### src/ver_pkg.sv
// ----------------------------------------------------------------------------
// ver_pkg
// Shared types, constants and tables for the vertex rotation block.
// ----------------------------------------------------------------------------
`default_nettype none

package ver_pkg;

    localparam int COORD_WIDTH = 16;
    localparam int ANGLE_W     = 16;
    localparam int TRIG_W      = 16;
    localparam int PROD_W      = COORD_WIDTH + TRIG_W;
    localparam int ACC_W       = PROD_W + 1;
    localparam int TH_W        = 20;
    localparam int CX_W        = 33;
    localparam int ADDR_W      = 4;

    localparam logic [1:0] REG_ANGLE_FIRST  = 2'd0;
    localparam logic [1:0] REG_ANGLE_SECOND = 2'd1;
    localparam logic [1:0] REG_ANGLE_THIRD  = 2'd2;

    localparam logic signed [ANGLE_W-1:0] ANGLE_FIRST_RST  = -16'sd410;
    localparam logic signed [ANGLE_W-1:0] ANGLE_SECOND_RST = 16'sd1229;
    localparam logic signed [ANGLE_W-1:0] ANGLE_THIRD_RST  = 16'sd819;

    localparam logic signed [16:0]     INV_PI_Q16  = 17'sd20861;
    localparam logic signed [TH_W-1:0] HALF_PI_Q16 = 20'sd102944;
    localparam logic signed [TH_W-1:0] PI_Q16      = 20'sd205887;
    localparam logic signed [CX_W-1:0] CORDIC_GAIN = 33'sd652032875;
    localparam logic signed [TRIG_W-1:0] TRIG_ONE  = 16'sd16384;

    typedef struct packed {
        logic signed [COORD_WIDTH-1:0] vertex_x;
        logic signed [COORD_WIDTH-1:0] vertex_y;
        logic signed [COORD_WIDTH-1:0] vertex_z;
    } t_vertex;

    typedef struct packed {
        logic signed [COORD_WIDTH-1:0] rotated_x;
        logic signed [COORD_WIDTH-1:0] rotated_y;
        logic signed [COORD_WIDTH-1:0] rotated_z;
    } t_rotated;

    typedef struct packed {
        logic                     valid;
        logic [1:0]               idx;
        logic signed [TRIG_W-1:0] cos_v;
        logic signed [TRIG_W-1:0] sin_v;
    } t_trig_res;

    typedef enum logic [2:0] {
        COR_IDLE,
        COR_MUL,
        COR_FOLD,
        COR_ITER,
        COR_DONE
    } t_cor_state;

    function automatic logic signed [TH_W-1:0] atan_q16(input logic [3:0] i);
        logic signed [TH_W-1:0] v;
        case (i)
            4'd0:    v = 20'sd51472;
            4'd1:    v = 20'sd30386;
            4'd2:    v = 20'sd16055;
            4'd3:    v = 20'sd8150;
            4'd4:    v = 20'sd4091;
            4'd5:    v = 20'sd2047;
            4'd6:    v = 20'sd1024;
            4'd7:    v = 20'sd512;
            4'd8:    v = 20'sd256;
            4'd9:    v = 20'sd128;
            4'd10:   v = 20'sd64;
            4'd11:   v = 20'sd32;
            4'd12:   v = 20'sd16;
            4'd13:   v = 20'sd8;
            4'd14:   v = 20'sd4;
            default: v = 20'sd2;
        endcase
        return v;
    endfunction

endpackage

`default_nettype wire

### src/ver_rot_stage.sv
// ----------------------------------------------------------------------------
// ver_rot_stage
// One plane rotation: multiply, then sum, round and saturate; one passes.
// ----------------------------------------------------------------------------
`default_nettype none

module ver_rot_stage
    import ver_pkg::*;
(
    input  wire logic                          i_clk,
    input  wire logic                          i_rst_n,
    input  wire logic                          i_valid,
    input  wire logic signed [COORD_WIDTH-1:0] i_a,
    input  wire logic signed [COORD_WIDTH-1:0] i_b,
    input  wire logic signed [COORD_WIDTH-1:0] i_p,
    input  wire logic signed [TRIG_W-1:0]      i_cos,
    input  wire logic signed [TRIG_W-1:0]      i_sin,
    output logic                               o_valid,
    output logic signed [COORD_WIDTH-1:0]      o_c0,
    output logic signed [COORD_WIDTH-1:0]      o_c1,
    output logic signed [COORD_WIDTH-1:0]      o_p
);

    localparam logic signed [ACC_W-1:0] SAT_HI = ACC_W'((2 ** (COORD_WIDTH - 1)) - 1);
    localparam logic signed [ACC_W-1:0] SAT_LO = -SAT_HI - ACC_W'(1);

    logic                          r_v1, r_v2;
    logic signed [PROD_W-1:0]      r_ca, r_sb, r_sa, r_cb;
    logic signed [COORD_WIDTH-1:0] r_p1, r_c0, r_c1, r_p2;

    function automatic logic signed [COORD_WIDTH-1:0] rnd_sat(
        input logic signed [ACC_W-1:0] acc
    );
        logic               neg;
        logic [ACC_W-1:0]   mag;
        logic [ACC_W-1:0]   q;
        logic signed [ACC_W-1:0] r;
        neg = acc[ACC_W-1];
        mag = neg ? ACC_W'(-acc) : ACC_W'(acc);
        q   = (mag + ACC_W'(2 ** 13)) >> 14;
        r   = neg ? -signed'(q) : signed'(q);
        if (r > SAT_HI)      return SAT_HI[COORD_WIDTH-1:0];
        else if (r < SAT_LO) return SAT_LO[COORD_WIDTH-1:0];
        else                 return r[COORD_WIDTH-1:0];
    endfunction

    always_ff @(posedge i_clk) begin
        if (!i_rst_n) begin
            r_v1 <= 1'b0;
            r_v2 <= 1'b0;
        end else begin
            r_v1 <= i_valid;
            r_v2 <= r_v1;
        end
    end

    // Stage one: products.
    always_ff @(posedge i_clk) begin
        r_ca <= PROD_W'(i_cos) * PROD_W'(i_a);
        r_sb <= PROD_W'(i_sin) * PROD_W'(i_b);
        r_sa <= PROD_W'(i_sin) * PROD_W'(i_a);
        r_cb <= PROD_W'(i_cos) * PROD_W'(i_b);
        r_p1 <= i_p;
    end

    // Stage two: sums to Q.8.
    always_ff @(posedge i_clk) begin
        r_c0 <= rnd_sat(ACC_W'(r_ca) - ACC_W'(r_sb));
        r_c1 <= rnd_sat(ACC_W'(r_sa) + ACC_W'(r_cb));
        r_p2 <= r_p1;
    end

    assign o_valid = r_v2;
    assign o_c0    = r_c0;
    assign o_c1    = r_c1;
    assign o_p     = r_p2;

endmodule

`default_nettype wire

### config.mk
export PLATFORM = sky130hd
export DESIGN_NAME = ver_rot_stage
export DESIGN_NICKNAME = d
export VERILOG_FILES = /design/src/ver_pkg.sv /design/src/ver_rot_stage.sv
export SDC_FILE = /design/constraint.sdc
export NUM_CORES = 2
export LEC_CHECK = 0
export BUFFER_PORTS_ARGS = -buffer_cell sky130_fd_sc_hd__buf_2
export CAP_MARGIN = 40
export CORE_MARGIN = 3
export CORE_UTILIZATION = 43
export DETAILED_ROUTE_END_ITERATION = 12
export PLACE_DENSITY_LB_ADDON = 0.1
export SLEW_MARGIN = 25
export SYNTH_ARGS = -nofsm -noshare
export SYNTH_HDL_FRONTEND = slang
export SYNTH_SLANG_ARGS = --single-unit
export TNS_END_PERCENT = 1
### constraint.sdc
create_clock -name i_clk -period 20.9 [get_ports i_clk]
set_clock_uncertainty 0.15 [all_clocks]
set_input_delay 4.18 -clock i_clk [delete_from_list [all_inputs] [get_ports i_clk]]
set_output_delay 4.18 -clock i_clk [all_outputs]
set_load 0.005 [all_outputs]
==> metrics.md <==
| Metric | Value |
|---|---|
| Outcome | complete, no violations |
| Clock sinks | 194 |
| Number of global-route vias before repair | 40300 |
| Remaining Overflow, GRT | 0 |
| Sequential share of the synthesized area | 7.62% |
| WL per Instance | 18.9 um |
| Max Cap Violations | 0 |
| Unrepaired setup endpoints after global routing | false |
| Library cells used by synthesis | 110 |
| DRT Wirelength | 136 mm |
| Die width | 350 um |
| Post-Syn Instances | 5711 |
| Synth Net Count | 7240 |
| First-pass DRT Iterations | 5 |
| Most frequent cells in the layout | 1191 x inv_1, 1050 x fa_1, 669 x nand2_1, 429 x and2_1, 396 x ha_1 |
| H-tree depth | 4 |
| Vias after detailed routing | 37500 |
| Maximum clock rate | 84.9 MHz |
| Clock tree root buffer cell | clkbuf_16 |
| Slew headroom | 40.1% |
| Crit path arrival time | 12030 ps |
| Routability cong. | 0.840 |
| Clk_lat worst skew | 560 ps |
| Yosys top cell by area | fa_1 |
| First-pass GRT wire length | 223 mm |
| Post-DP HPWL | 108 mm |
| Syn Std Cell Area | 51000 um2 |
| Die height | 350 um |
| Worst-margin pin slew | 898 ps |
| Area of the die | 123000 um2 |
| I/O pin cnt | 132 |
| Row cnt | 125 |
| CP required | 21150 ps |
| DRT iter0 DRCs | 1881 |
| Final number of hold-violating endpoints | 0 |
| Async set-reset flop share out of synthesis | 0% |
| CTS Buffer Depth | 2 |
| HP Class | reg -> reg |
| Setup TNS | 0 ps |
| Final setup fails | 0 |
| DRC viols | 0 |
| Period Utilization, post-route | 56.4% |
| Post-CTS Setup Repair Bufs | 0 |
| Port Buffers | 131 |
| Top cells by area, synth | fa_1 41%, ha_1 9.7%, inv_1 8.8% |
| DR vias/cell | 5.20 |
| Avg Cell Area, Syn | 8.93 um2 |
| EDFF count, synth | 0 |
| Initial cell density of the core | 43.6% |
| # hold bufs at CTS | 0 |
| Detail Route Antenna Nets | 0 |
| Top FF cell, synth | dfxtp_1 |
| Yosys warns | 0 |
| Final net count | 7194 |
| Largest net degree at the start of global routing | 45 |
| Startpoint types | input port |
| Gr usage total | 23.4% |
| Share of cells above drive strength 1 | 5.78% |
| Synth top area share | 41.2% |
| Worst-path maximum fanout | 32 |
| Initial antenna violation count | 14 |
| Clock buffer count from CTS | 17 |
| CTS tree | done |
| P&R area growth vs syn | 5.33% |
| Fillers | 11600 |
| Synth Register Bits | 194 |
| Critical path class | in -> reg |
| Tmin final | 11780 ps |
| Commonest non-fill, non-tap cell in the layout | inv_1 |
| Worst Setup End Kind | flop |
| Final Max Slew Viols | 0 |
| Core area | 117000 um2 |
| Clock Pin Slew Worst Setup and Hold Paths | 80 ps |
| Cts repair resizes | 0 |
-- layer usage --
layer | wire length, um | vias up | GRT usage [%]
met5 | 19 | - | 0
met4 | 5000 | 4 | 7.98
met3 | 7120 | 165 | 3.41
met2 | 64200 | 832 | 39.1
met1 | 59800 | 19000 | 31.3
li1 | - | 17500 | -
-- worst max-delay path: stages --
cell and delay [ps]:
buf_2 630, nand2_1 170, fa_1 540, inv_1 60, fa_1 530, ha_1 140
inv_1 50, fa_1 550, fa_1 440, fa_1 540, inv_1 40, ha_1 320
a21oi_1 230, o21bai_1 120, a21oi_1 250, nor2b_1 90, o31ai_1 420, a21oi_1 210
a41o_1 310, o41ai_1 630, o21ai_0 330, o41a_1 400, o21a_1 200, o21a_1 180
o41a_1 320, xnor2_1 130
-- cell usage after synthesis, types with 8 or more instances --
cell          n
a2111oi_0     8
a211o_1      11
a211oi_1     30
a21o_1       54
a21oi_1     153
a21oi_2      23
a31oi_1      25
and2_1      429
and3_1       24
and4_1       12
buf_2        20
clkbuf_1    231
dfxtp_1     194
fa_1       1050
ha_1        396
inv_1      1191
mux2i_1      11
nand2_1     669
nand2b_1     83
nand3_1      63
nand3b_1      9
nand4_1      27
nor2_1      170
nor2b_1      32
nor3_1       78
nor4_1       12
nor4b_1       8
o211ai_1     23
o21a_1       45
o21ai_0      97
o21ai_1       9
o21bai_1     22
o31ai_1      14
o41a_1        8
o41ai_1       8
or2_2        15
or3_1        29
xnor2_1     205
xor2_1       44
-- through the flow --
stage	instances	utilization (%)	worst slack [ps]	area (um2)	hold WS, ps
floorplan	5711	-	9960	51000	160
global placement	7150	45.2	8590	52800	160
detailed placement	7159	45.2	8570	52900	164
CTS	7191	45.8	9170	53500	185
global route	7203	45.9	8640	53700	191
finish	7213	45.9	9120	53700	179
-- flip-flops by register name (all words and copies together), names as in the netlist, 16 cells and up --
register  flops
r_ca         32
r_cb         32
r_sa         32
r_sb         32
o_c0         16
o_c1         16
o_p          16
r_p1         16
-- logic make-up (layout without fill, tap and decap cells) --
kind of cell	Yosys count	after routing	share of synthesized area, %
fa+ha+maj	1446	1446	50.9
simple gates	1702	1702	16.8
flops	194	194	7.62
mux	16	16	0.326
other cells	0	11	0
compound gates	650	650	9.11
xor+xnor	251	251	4.34
buf+inv	1452	1419	10.8
-- final timing paths --
path	start	to	slack (ps)	cells past startpoint
worst max-delay path	i_a[5]	r_sa[31]$_DFF_P_	9120	26
worst min-delay path	r_p1[2]$_DFF_P_	o_p[2]$_DFF_P_	180	0
worst min register to register	r_p1[2]$_DFF_P_	o_p[2]$_DFF_P_	180	0
worst max register to register	r_sa[0]$_DFF_P_	o_c1[1]$_SDFF_PN1_	13060	22
-- area by class of cell --
type	count	area (um2)	area share, %
inverters	1191	4470	8.32
clock buffers	18	439	0.818
clock inverters	14	181	0.338
repair buffers	196	1200	2.23
diodes	11	27.5	0.0513
well taps	1524	1910	3.55
flip-flops and latches	194	3880	7.23
multi-input cells	4065	41600	77.5
Power is left out: the tool's default activity adds up to more than one toggle a clock period on the data nets, which glitch-free logic cannot reach.
