--- config.mk ---
export PLATFORM = sky130hd
export DESIGN_NAME = ver_cordic
export DESIGN_NICKNAME = d
export VERILOG_FILES = /design/src/ver_pkg.sv /design/src/ver_cordic.sv
export SDC_FILE = /design/constraint.sdc
export NUM_CORES = 1
export LEC_CHECK = 0
export ABC_AREA = 0
export BUFFER_PORTS_ARGS = -buffer_cell sky130_fd_sc_hd__buf_2
export CELL_PAD_IN_SITES_DETAIL_PLACEMENT = 1
export CELL_PAD_IN_SITES_GLOBAL_PLACEMENT = 1
export CORE_ASPECT_RATIO = 1.2
export CORE_MARGIN = 1
export CORE_UTILIZATION = 50
export CTS_CLUSTER_DIAMETER = 80
export CTS_CLUSTER_SIZE = 28
export DETAILED_ROUTE_END_ITERATION = 10
export PLACE_DENSITY_LB_ADDON = 0.1
export SYNTH_ARGS = -nofsm -noshare
export SYNTH_HDL_FRONTEND = slang
export SYNTH_SLANG_ARGS = --single-unit
--- constraint.sdc ---
create_clock -name i_clk -period 10.2 [get_ports i_clk]
set_input_delay 0.51 -clock i_clk [delete_from_list [all_inputs] [get_ports i_clk]]
set_output_delay 0.51 -clock i_clk [all_outputs]
set_load 0.05 [all_outputs]
--- src/ver_pkg.sv ---
// ----------------------------------------------------------------------------
// ver_pkg
// Shared types, constants and tables for the vertex rotation block.
// ----------------------------------------------------------------------------
`default_nettype none

package ver_pkg;

    localparam int COORD_WIDTH = 16;
    localparam int ANGLE_W     = 16;
    localparam int TRIG_W      = 16;
    localparam int PROD_W      = COORD_WIDTH + TRIG_W;
    localparam int ACC_W       = PROD_W + 1;
    localparam int TH_W        = 20;
    localparam int CX_W        = 33;
    localparam int ADDR_W      = 4;

    localparam logic [1:0] REG_ANGLE_FIRST  = 2'd0;
    localparam logic [1:0] REG_ANGLE_SECOND = 2'd1;
    localparam logic [1:0] REG_ANGLE_THIRD  = 2'd2;

    localparam logic signed [ANGLE_W-1:0] ANGLE_FIRST_RST  = -16'sd410;
    localparam logic signed [ANGLE_W-1:0] ANGLE_SECOND_RST = 16'sd1229;
    localparam logic signed [ANGLE_W-1:0] ANGLE_THIRD_RST  = 16'sd819;

    localparam logic signed [16:0]     INV_PI_Q16  = 17'sd20861;
    localparam logic signed [TH_W-1:0] HALF_PI_Q16 = 20'sd102944;
    localparam logic signed [TH_W-1:0] PI_Q16      = 20'sd205887;
    localparam logic signed [CX_W-1:0] CORDIC_GAIN = 33'sd652032875;
    localparam logic signed [TRIG_W-1:0] TRIG_ONE  = 16'sd16384;

    typedef struct packed {
        logic signed [COORD_WIDTH-1:0] vertex_x;
        logic signed [COORD_WIDTH-1:0] vertex_y;
        logic signed [COORD_WIDTH-1:0] vertex_z;
    } t_vertex;

    typedef struct packed {
        logic signed [COORD_WIDTH-1:0] rotated_x;
        logic signed [COORD_WIDTH-1:0] rotated_y;
        logic signed [COORD_WIDTH-1:0] rotated_z;
    } t_rotated;

    typedef struct packed {
        logic                     valid;
        logic [1:0]               idx;
        logic signed [TRIG_W-1:0] cos_v;
        logic signed [TRIG_W-1:0] sin_v;
    } t_trig_res;

    typedef enum logic [2:0] {
        COR_IDLE,
        COR_MUL,
        COR_FOLD,
        COR_ITER,
        COR_DONE
    } t_cor_state;

    function automatic logic signed [TH_W-1:0] atan_q16(input logic [3:0] i);
        logic signed [TH_W-1:0] v;
        case (i)
            4'd0:    v = 20'sd51472;
            4'd1:    v = 20'sd30386;
            4'd2:    v = 20'sd16055;
            4'd3:    v = 20'sd8150;
            4'd4:    v = 20'sd4091;
            4'd5:    v = 20'sd2047;
            4'd6:    v = 20'sd1024;
            4'd7:    v = 20'sd512;
            4'd8:    v = 20'sd256;
            4'd9:    v = 20'sd128;
            4'd10:   v = 20'sd64;
            4'd11:   v = 20'sd32;
            4'd12:   v = 20'sd16;
            4'd13:   v = 20'sd8;
            4'd14:   v = 20'sd4;
            default: v = 20'sd2;
        endcase
        return v;
    endfunction

endpackage

`default_nettype wire

--- src/ver_cordic.sv ---
// ----------------------------------------------------------------------------
// ver_cordic
// Iterative sine/cosine unit: scale by 1/pi, fold quadrant, 16 CORDIC steps.
// ----------------------------------------------------------------------------
`default_nettype none

module ver_cordic
    import ver_pkg::*;
(
    input  wire logic                      i_clk,
    input  wire logic                      i_rst_n,
    input  wire logic                      i_launch,
    input  wire logic [1:0]                i_idx,
    input  wire logic signed [ANGLE_W-1:0] i_angle,
    output logic                           o_idle,
    output t_trig_res                      o_res
);

    t_cor_state r_state, n_state;
    logic [1:0]              r_idx;
    logic signed [31:0]      r_prod;
    logic signed [TH_W-1:0]  r_theta;
    logic signed [CX_W-1:0]  r_x, r_y;
    logic [3:0]              r_cnt;
    logic                    r_neg_cos;

    logic                    rnd_neg;
    logic [31:0]             rnd_mag;
    logic [31:0]             rnd_q;
    logic signed [TH_W-1:0]  theta_q;
    logic signed [CX_W-1:0]  dx, dy;
    logic signed [TH_W-1:0]  at;
    logic                    xn, yn;
    logic [CX_W-1:0]         xm, ym;
    logic [CX_W-1:0]         xq, yq;
    logic signed [17:0]      xr, yr, xs;
    logic signed [TRIG_W-1:0] cos_c, sin_c;

    // Round the scaled angle to Q.16, halves away from zero.
    always_comb begin
        rnd_neg = r_prod[31];
        rnd_mag = rnd_neg ? 32'(-r_prod) : 32'(r_prod);
        rnd_q   = (rnd_mag + 32'd2048) >> 12;
        theta_q = rnd_neg ? -TH_W'(signed'(rnd_q[TH_W-1:0]))
                          : TH_W'(signed'(rnd_q[TH_W-1:0]));
    end

    always_comb begin
        dx = r_y >>> r_cnt;
        dy = r_x >>> r_cnt;
        at = atan_q16(r_cnt);
    end

    // Final rounding to Q1.14, cosine sign, clamp.
    always_comb begin
        xn = r_x[CX_W-1];
        yn = r_y[CX_W-1];
        xm = xn ? CX_W'(-r_x) : CX_W'(r_x);
        ym = yn ? CX_W'(-r_y) : CX_W'(r_y);
        xq = (xm + CX_W'(32768)) >> 16;
        yq = (ym + CX_W'(32768)) >> 16;
        xr = xn ? -signed'(xq[17:0]) : signed'(xq[17:0]);
        yr = yn ? -signed'(yq[17:0]) : signed'(yq[17:0]);
        xs = r_neg_cos ? -xr : xr;
        if (xs > 18'sd16384)       cos_c = TRIG_ONE;
        else if (xs < -18'sd16384) cos_c = -TRIG_ONE;
        else                       cos_c = xs[TRIG_W-1:0];
        if (yr > 18'sd16384)       sin_c = TRIG_ONE;
        else if (yr < -18'sd16384) sin_c = -TRIG_ONE;
        else                       sin_c = yr[TRIG_W-1:0];
    end

    always_comb begin
        n_state = r_state;
        case (r_state)
            COR_IDLE: if (i_launch) n_state = COR_MUL;
            COR_MUL:  n_state = COR_FOLD;
            COR_FOLD: n_state = COR_ITER;
            COR_ITER: if (r_cnt == 4'd15) n_state = COR_DONE;
            COR_DONE: n_state = COR_IDLE;
            default:  n_state = COR_IDLE;
        endcase
    end

    always_comb begin
        o_idle      = (r_state == COR_IDLE);
        o_res.valid = (r_state == COR_DONE);
        o_res.idx   = r_idx;
        o_res.cos_v = cos_c;
        o_res.sin_v = sin_c;
    end

    always_ff @(posedge i_clk) begin
        if (!i_rst_n) begin
            r_state <= COR_IDLE;
        end else begin
            r_state <= n_state;
        end
    end

    always_ff @(posedge i_clk) begin
        case (r_state)
            COR_IDLE: begin
                r_idx  <= i_idx;
                r_prod <= 32'(i_angle) * 32'(INV_PI_Q16);
            end
            COR_MUL: begin
                r_theta <= theta_q;
            end
            COR_FOLD: begin
                r_x   <= CORDIC_GAIN;
                r_y   <= '0;
                r_cnt <= '0;
                if (r_theta > HALF_PI_Q16) begin
                    r_theta   <= PI_Q16 - r_theta;
                    r_neg_cos <= 1'b1;
                end else if (r_theta < -HALF_PI_Q16) begin
                    r_theta   <= -PI_Q16 - r_theta;
                    r_neg_cos <= 1'b1;
                end else begin
                    r_neg_cos <= 1'b0;
                end
            end
            COR_ITER: begin
                r_cnt <= r_cnt + 4'd1;
                if (!r_theta[TH_W-1]) begin
                    r_x     <= r_x - dx;
                    r_y     <= r_y + dy;
                    r_theta <= r_theta - at;
                end else begin
                    r_x     <= r_x + dx;
                    r_y     <= r_y - dy;
                    r_theta <= r_theta + at;
                end
            end
            default: begin
            end
        endcase
    end

endmodule

`default_nettype wire

==> reports/qor.txt <==
most common cell in the netlist: nand2_1
clock skew: 0.0175 ns
row count: 89
Final Max Slew Viols: 0
synthesized area: 0.0248 mm^2
syn_nets: 3326
Worst-Margin Slew: 1.27 ns
die width: 205 um
post-route minimum period: 7.64 ns
Yosys reg bits: 144
number of buffers created by CTS: 17
Crit Path Max Fanout: 16
most area-hungry cell type in the Yosys netlist: edfxtp_1
WP data arrival: 7.13 ns
synthesized instance count: 2980
Multi-input gate area: 0.0194 mm^2
initial antenna violation count: 0
vias in the first global route: 23700
Post-DRT Antenna Nets: 0
Clock Path Buffers: 2
# clock sinks: 144
fin util: 0.530
total core area: 0.0491 mm^2
wire length per cell: 20.6 um
Worst-path clk slew: 0.07 ns
status: finished clean
Tot Pwr: 6990 uW
total track usage: 0.297
worst vdd ir: 0.000256 V
Fillers: 5942
RePlAce Congestion: 0.887
DRC viols: 0
final setup vio count: 0
final hold vios: 0
post-synth top area share: 0.151
vias per inst: 6.27
EDFF count, synth: 125
hold crit path type: in -> reg
Layout area overhead: 4.85%
Pwr per Cell Area: 269 mW/mm^2
max cap viols: 0
DR vias: 22400
Detailed Place HPWL: 57.6 mm
layout cell share with drive strength beyond 1: 0.0829
Slew HR: 0.129
H-tree level count: 4
Die ar.: 0.0505 mm^2
# resized after CTS: 0
total global routing overflow: 0
1st-pass router iterations: 6
Setup WS pre-CTS: 2.81 ns
fmax: 131 MHz
hold buffers post-CTS: 0
CP Capture Type: output pin
post-route clock period utilization: 0.749
top post-synthesis cells by count: 304 x nand2_1, 253 x nor2_1, 221 x ha_1
I/O Pins: 57
critical path required time: 9.69 ns
CTS tree: yes
Setup CP Type: reg -> out
clk_lat worst skew: 0.50 ns
Synth warnings: 0
Startpoint Class: flip-flop
Leak Pwr: 0.0104 uW
Antenna diodes: 0
unrepaired setup endpoints after global routing: false
Total Neg Setup Slack: 0 ns
Initial Util: 0.505
Top FF cell, synth: edfxtp_1
Buffers on Ports: 56
first-pass GRT wire length: 121 mm
Post-Route WL: 73.6 mm
ys async rst share: 0
Synth cell types: 97
sequential fraction of the synthesis area: 0.167
Syn Area/Cell: 8.33 um^2
setup bufs post-CTS: 0
clk root buf: clkbuf_16
Area contributors post-synth: edfxtp_1 15%, ha_1 11%, fa_1 8.4%
Starting DRT DRC Count: 1285
Die Span Y: 246 um
fin nets: 3266
FF+latch area: 0.00413 mm^2
post-route setup slack: 2.56 ns
largest net degree at the start of global routing: 78
## sequential cells by signal (all words and copies together) (netlist names)
signal	flops
r_prod	32
r_theta	20
at	16
r_neg_cos	1
r_idx	2
r_cnt	4
r_y	33
r_x	33
r_state	3
## stage by stage
step	instance area, um^2	hold WS [ns]	cells
after floorplan	24800	0.518	2980
after global placement	25500	0.558	3538
after detailed placement	25500	0.579	3538
after CTS	26000	0.159	3570
after global routing	26000	0.174	3570
final	26000	0.197	3570
## cell usage in the layout, fill, tap and decap left out, types with 44 or more instances in the layout
cell	count
nand2_1	303
nor2_1	253
ha_1	221
xnor2_1	211
a21oi_1	200
inv_1	182
o21ai_0	138
xor2_1	135
edfxtp_1	125
fa_1	104
nor3_1	96
nand3_1	63
mux4_2	61
buf_2	56
mux2i_1	46
a31oi_1	44
## critical path, stage by stage (launching register included)
cell and delay (ns):
edfxtp_1 0.69, or3_1 0.48, nor2_1 0.27, nand2_1 0.23, nand2_1 0.14, xnor2_1 0.08, ha_1 0.30, xor2_1 0.19
xnor2_1 0.38, inv_1 0.08, ha_1 0.27, mux2_2 0.31, inv_1 0.07, ha_1 0.19, nor2b_1 0.22, o21ai_1 0.25
nor4b_1 0.53, o2111ai_1 0.32, nor4_1 0.31, xor2_1 0.12, a211oi_1 0.54, a311o_1 0.26, and3_1 0.16, buf_2 0.26
## per-layer routing
| layer | wire (um) | global-route usage | vias to the layer above | share of wire |
|---|---|---|---|---|
| li1 | - | - | 10600 | - |
| met1 | 29700 | 0.332 | 11200 | 0.40 |
| met2 | 40100 | 0.572 | 393 | 0.54 |
| met3 | 2090 | 0.0365 | 126 | 0.028 |
| met4 | 1740 | 0.0950 | 0 | 0.024 |
| met5 | 0 | 0 | - | 0 |
## logic make-up after synthesis
logic type / after synthesis / share of synthesized area
mux: 122 / 0.0807
compound gates: 696 / 0.185
fa+ha+maj: 327 / 0.196
simple gates: 1002 / 0.195
flops: 144 / 0.167
buf+inv: 341 / 0.0523
xor+xnor: 348 / 0.124
## power breakdown
group / switching (uW) / total (uW) / internal, uW
clock network: 302 / 627 / 324
logic: 2960 / 5140 / 2180
registers: 260 / 1230 / 968
## cell type report
| class | count | share of cell area |
|---|---|---|
| clock buffer | 18 | 0.0169 |
| clock inverter | 14 | 0.00471 |
| inverter | 185 | 0.0267 |
| multi-input combinational | 2495 | 0.745 |
| sequential | 144 | 0.159 |
| tap | 637 | 0.0306 |
| timing repair buffer | 77 | 0.0168 |
## path summary, 6_finish.rpt
| kind | start | to | slack, ns | cells after the start |
|---|---|---|---|---|
| max | r_x[15] | o_res[24] | 2.56 | 23 |
| max reg2reg | r_cnt[1] | r_y[32] | 2.73 | 23 |
| min reg2reg | r_state[1] | r_state[2] | 0.59 | 2 |
| min | i_idx[1] | r_idx[1] | 0.20 | 1 |
No activity file was read; power rests on OpenSTA's default activity.
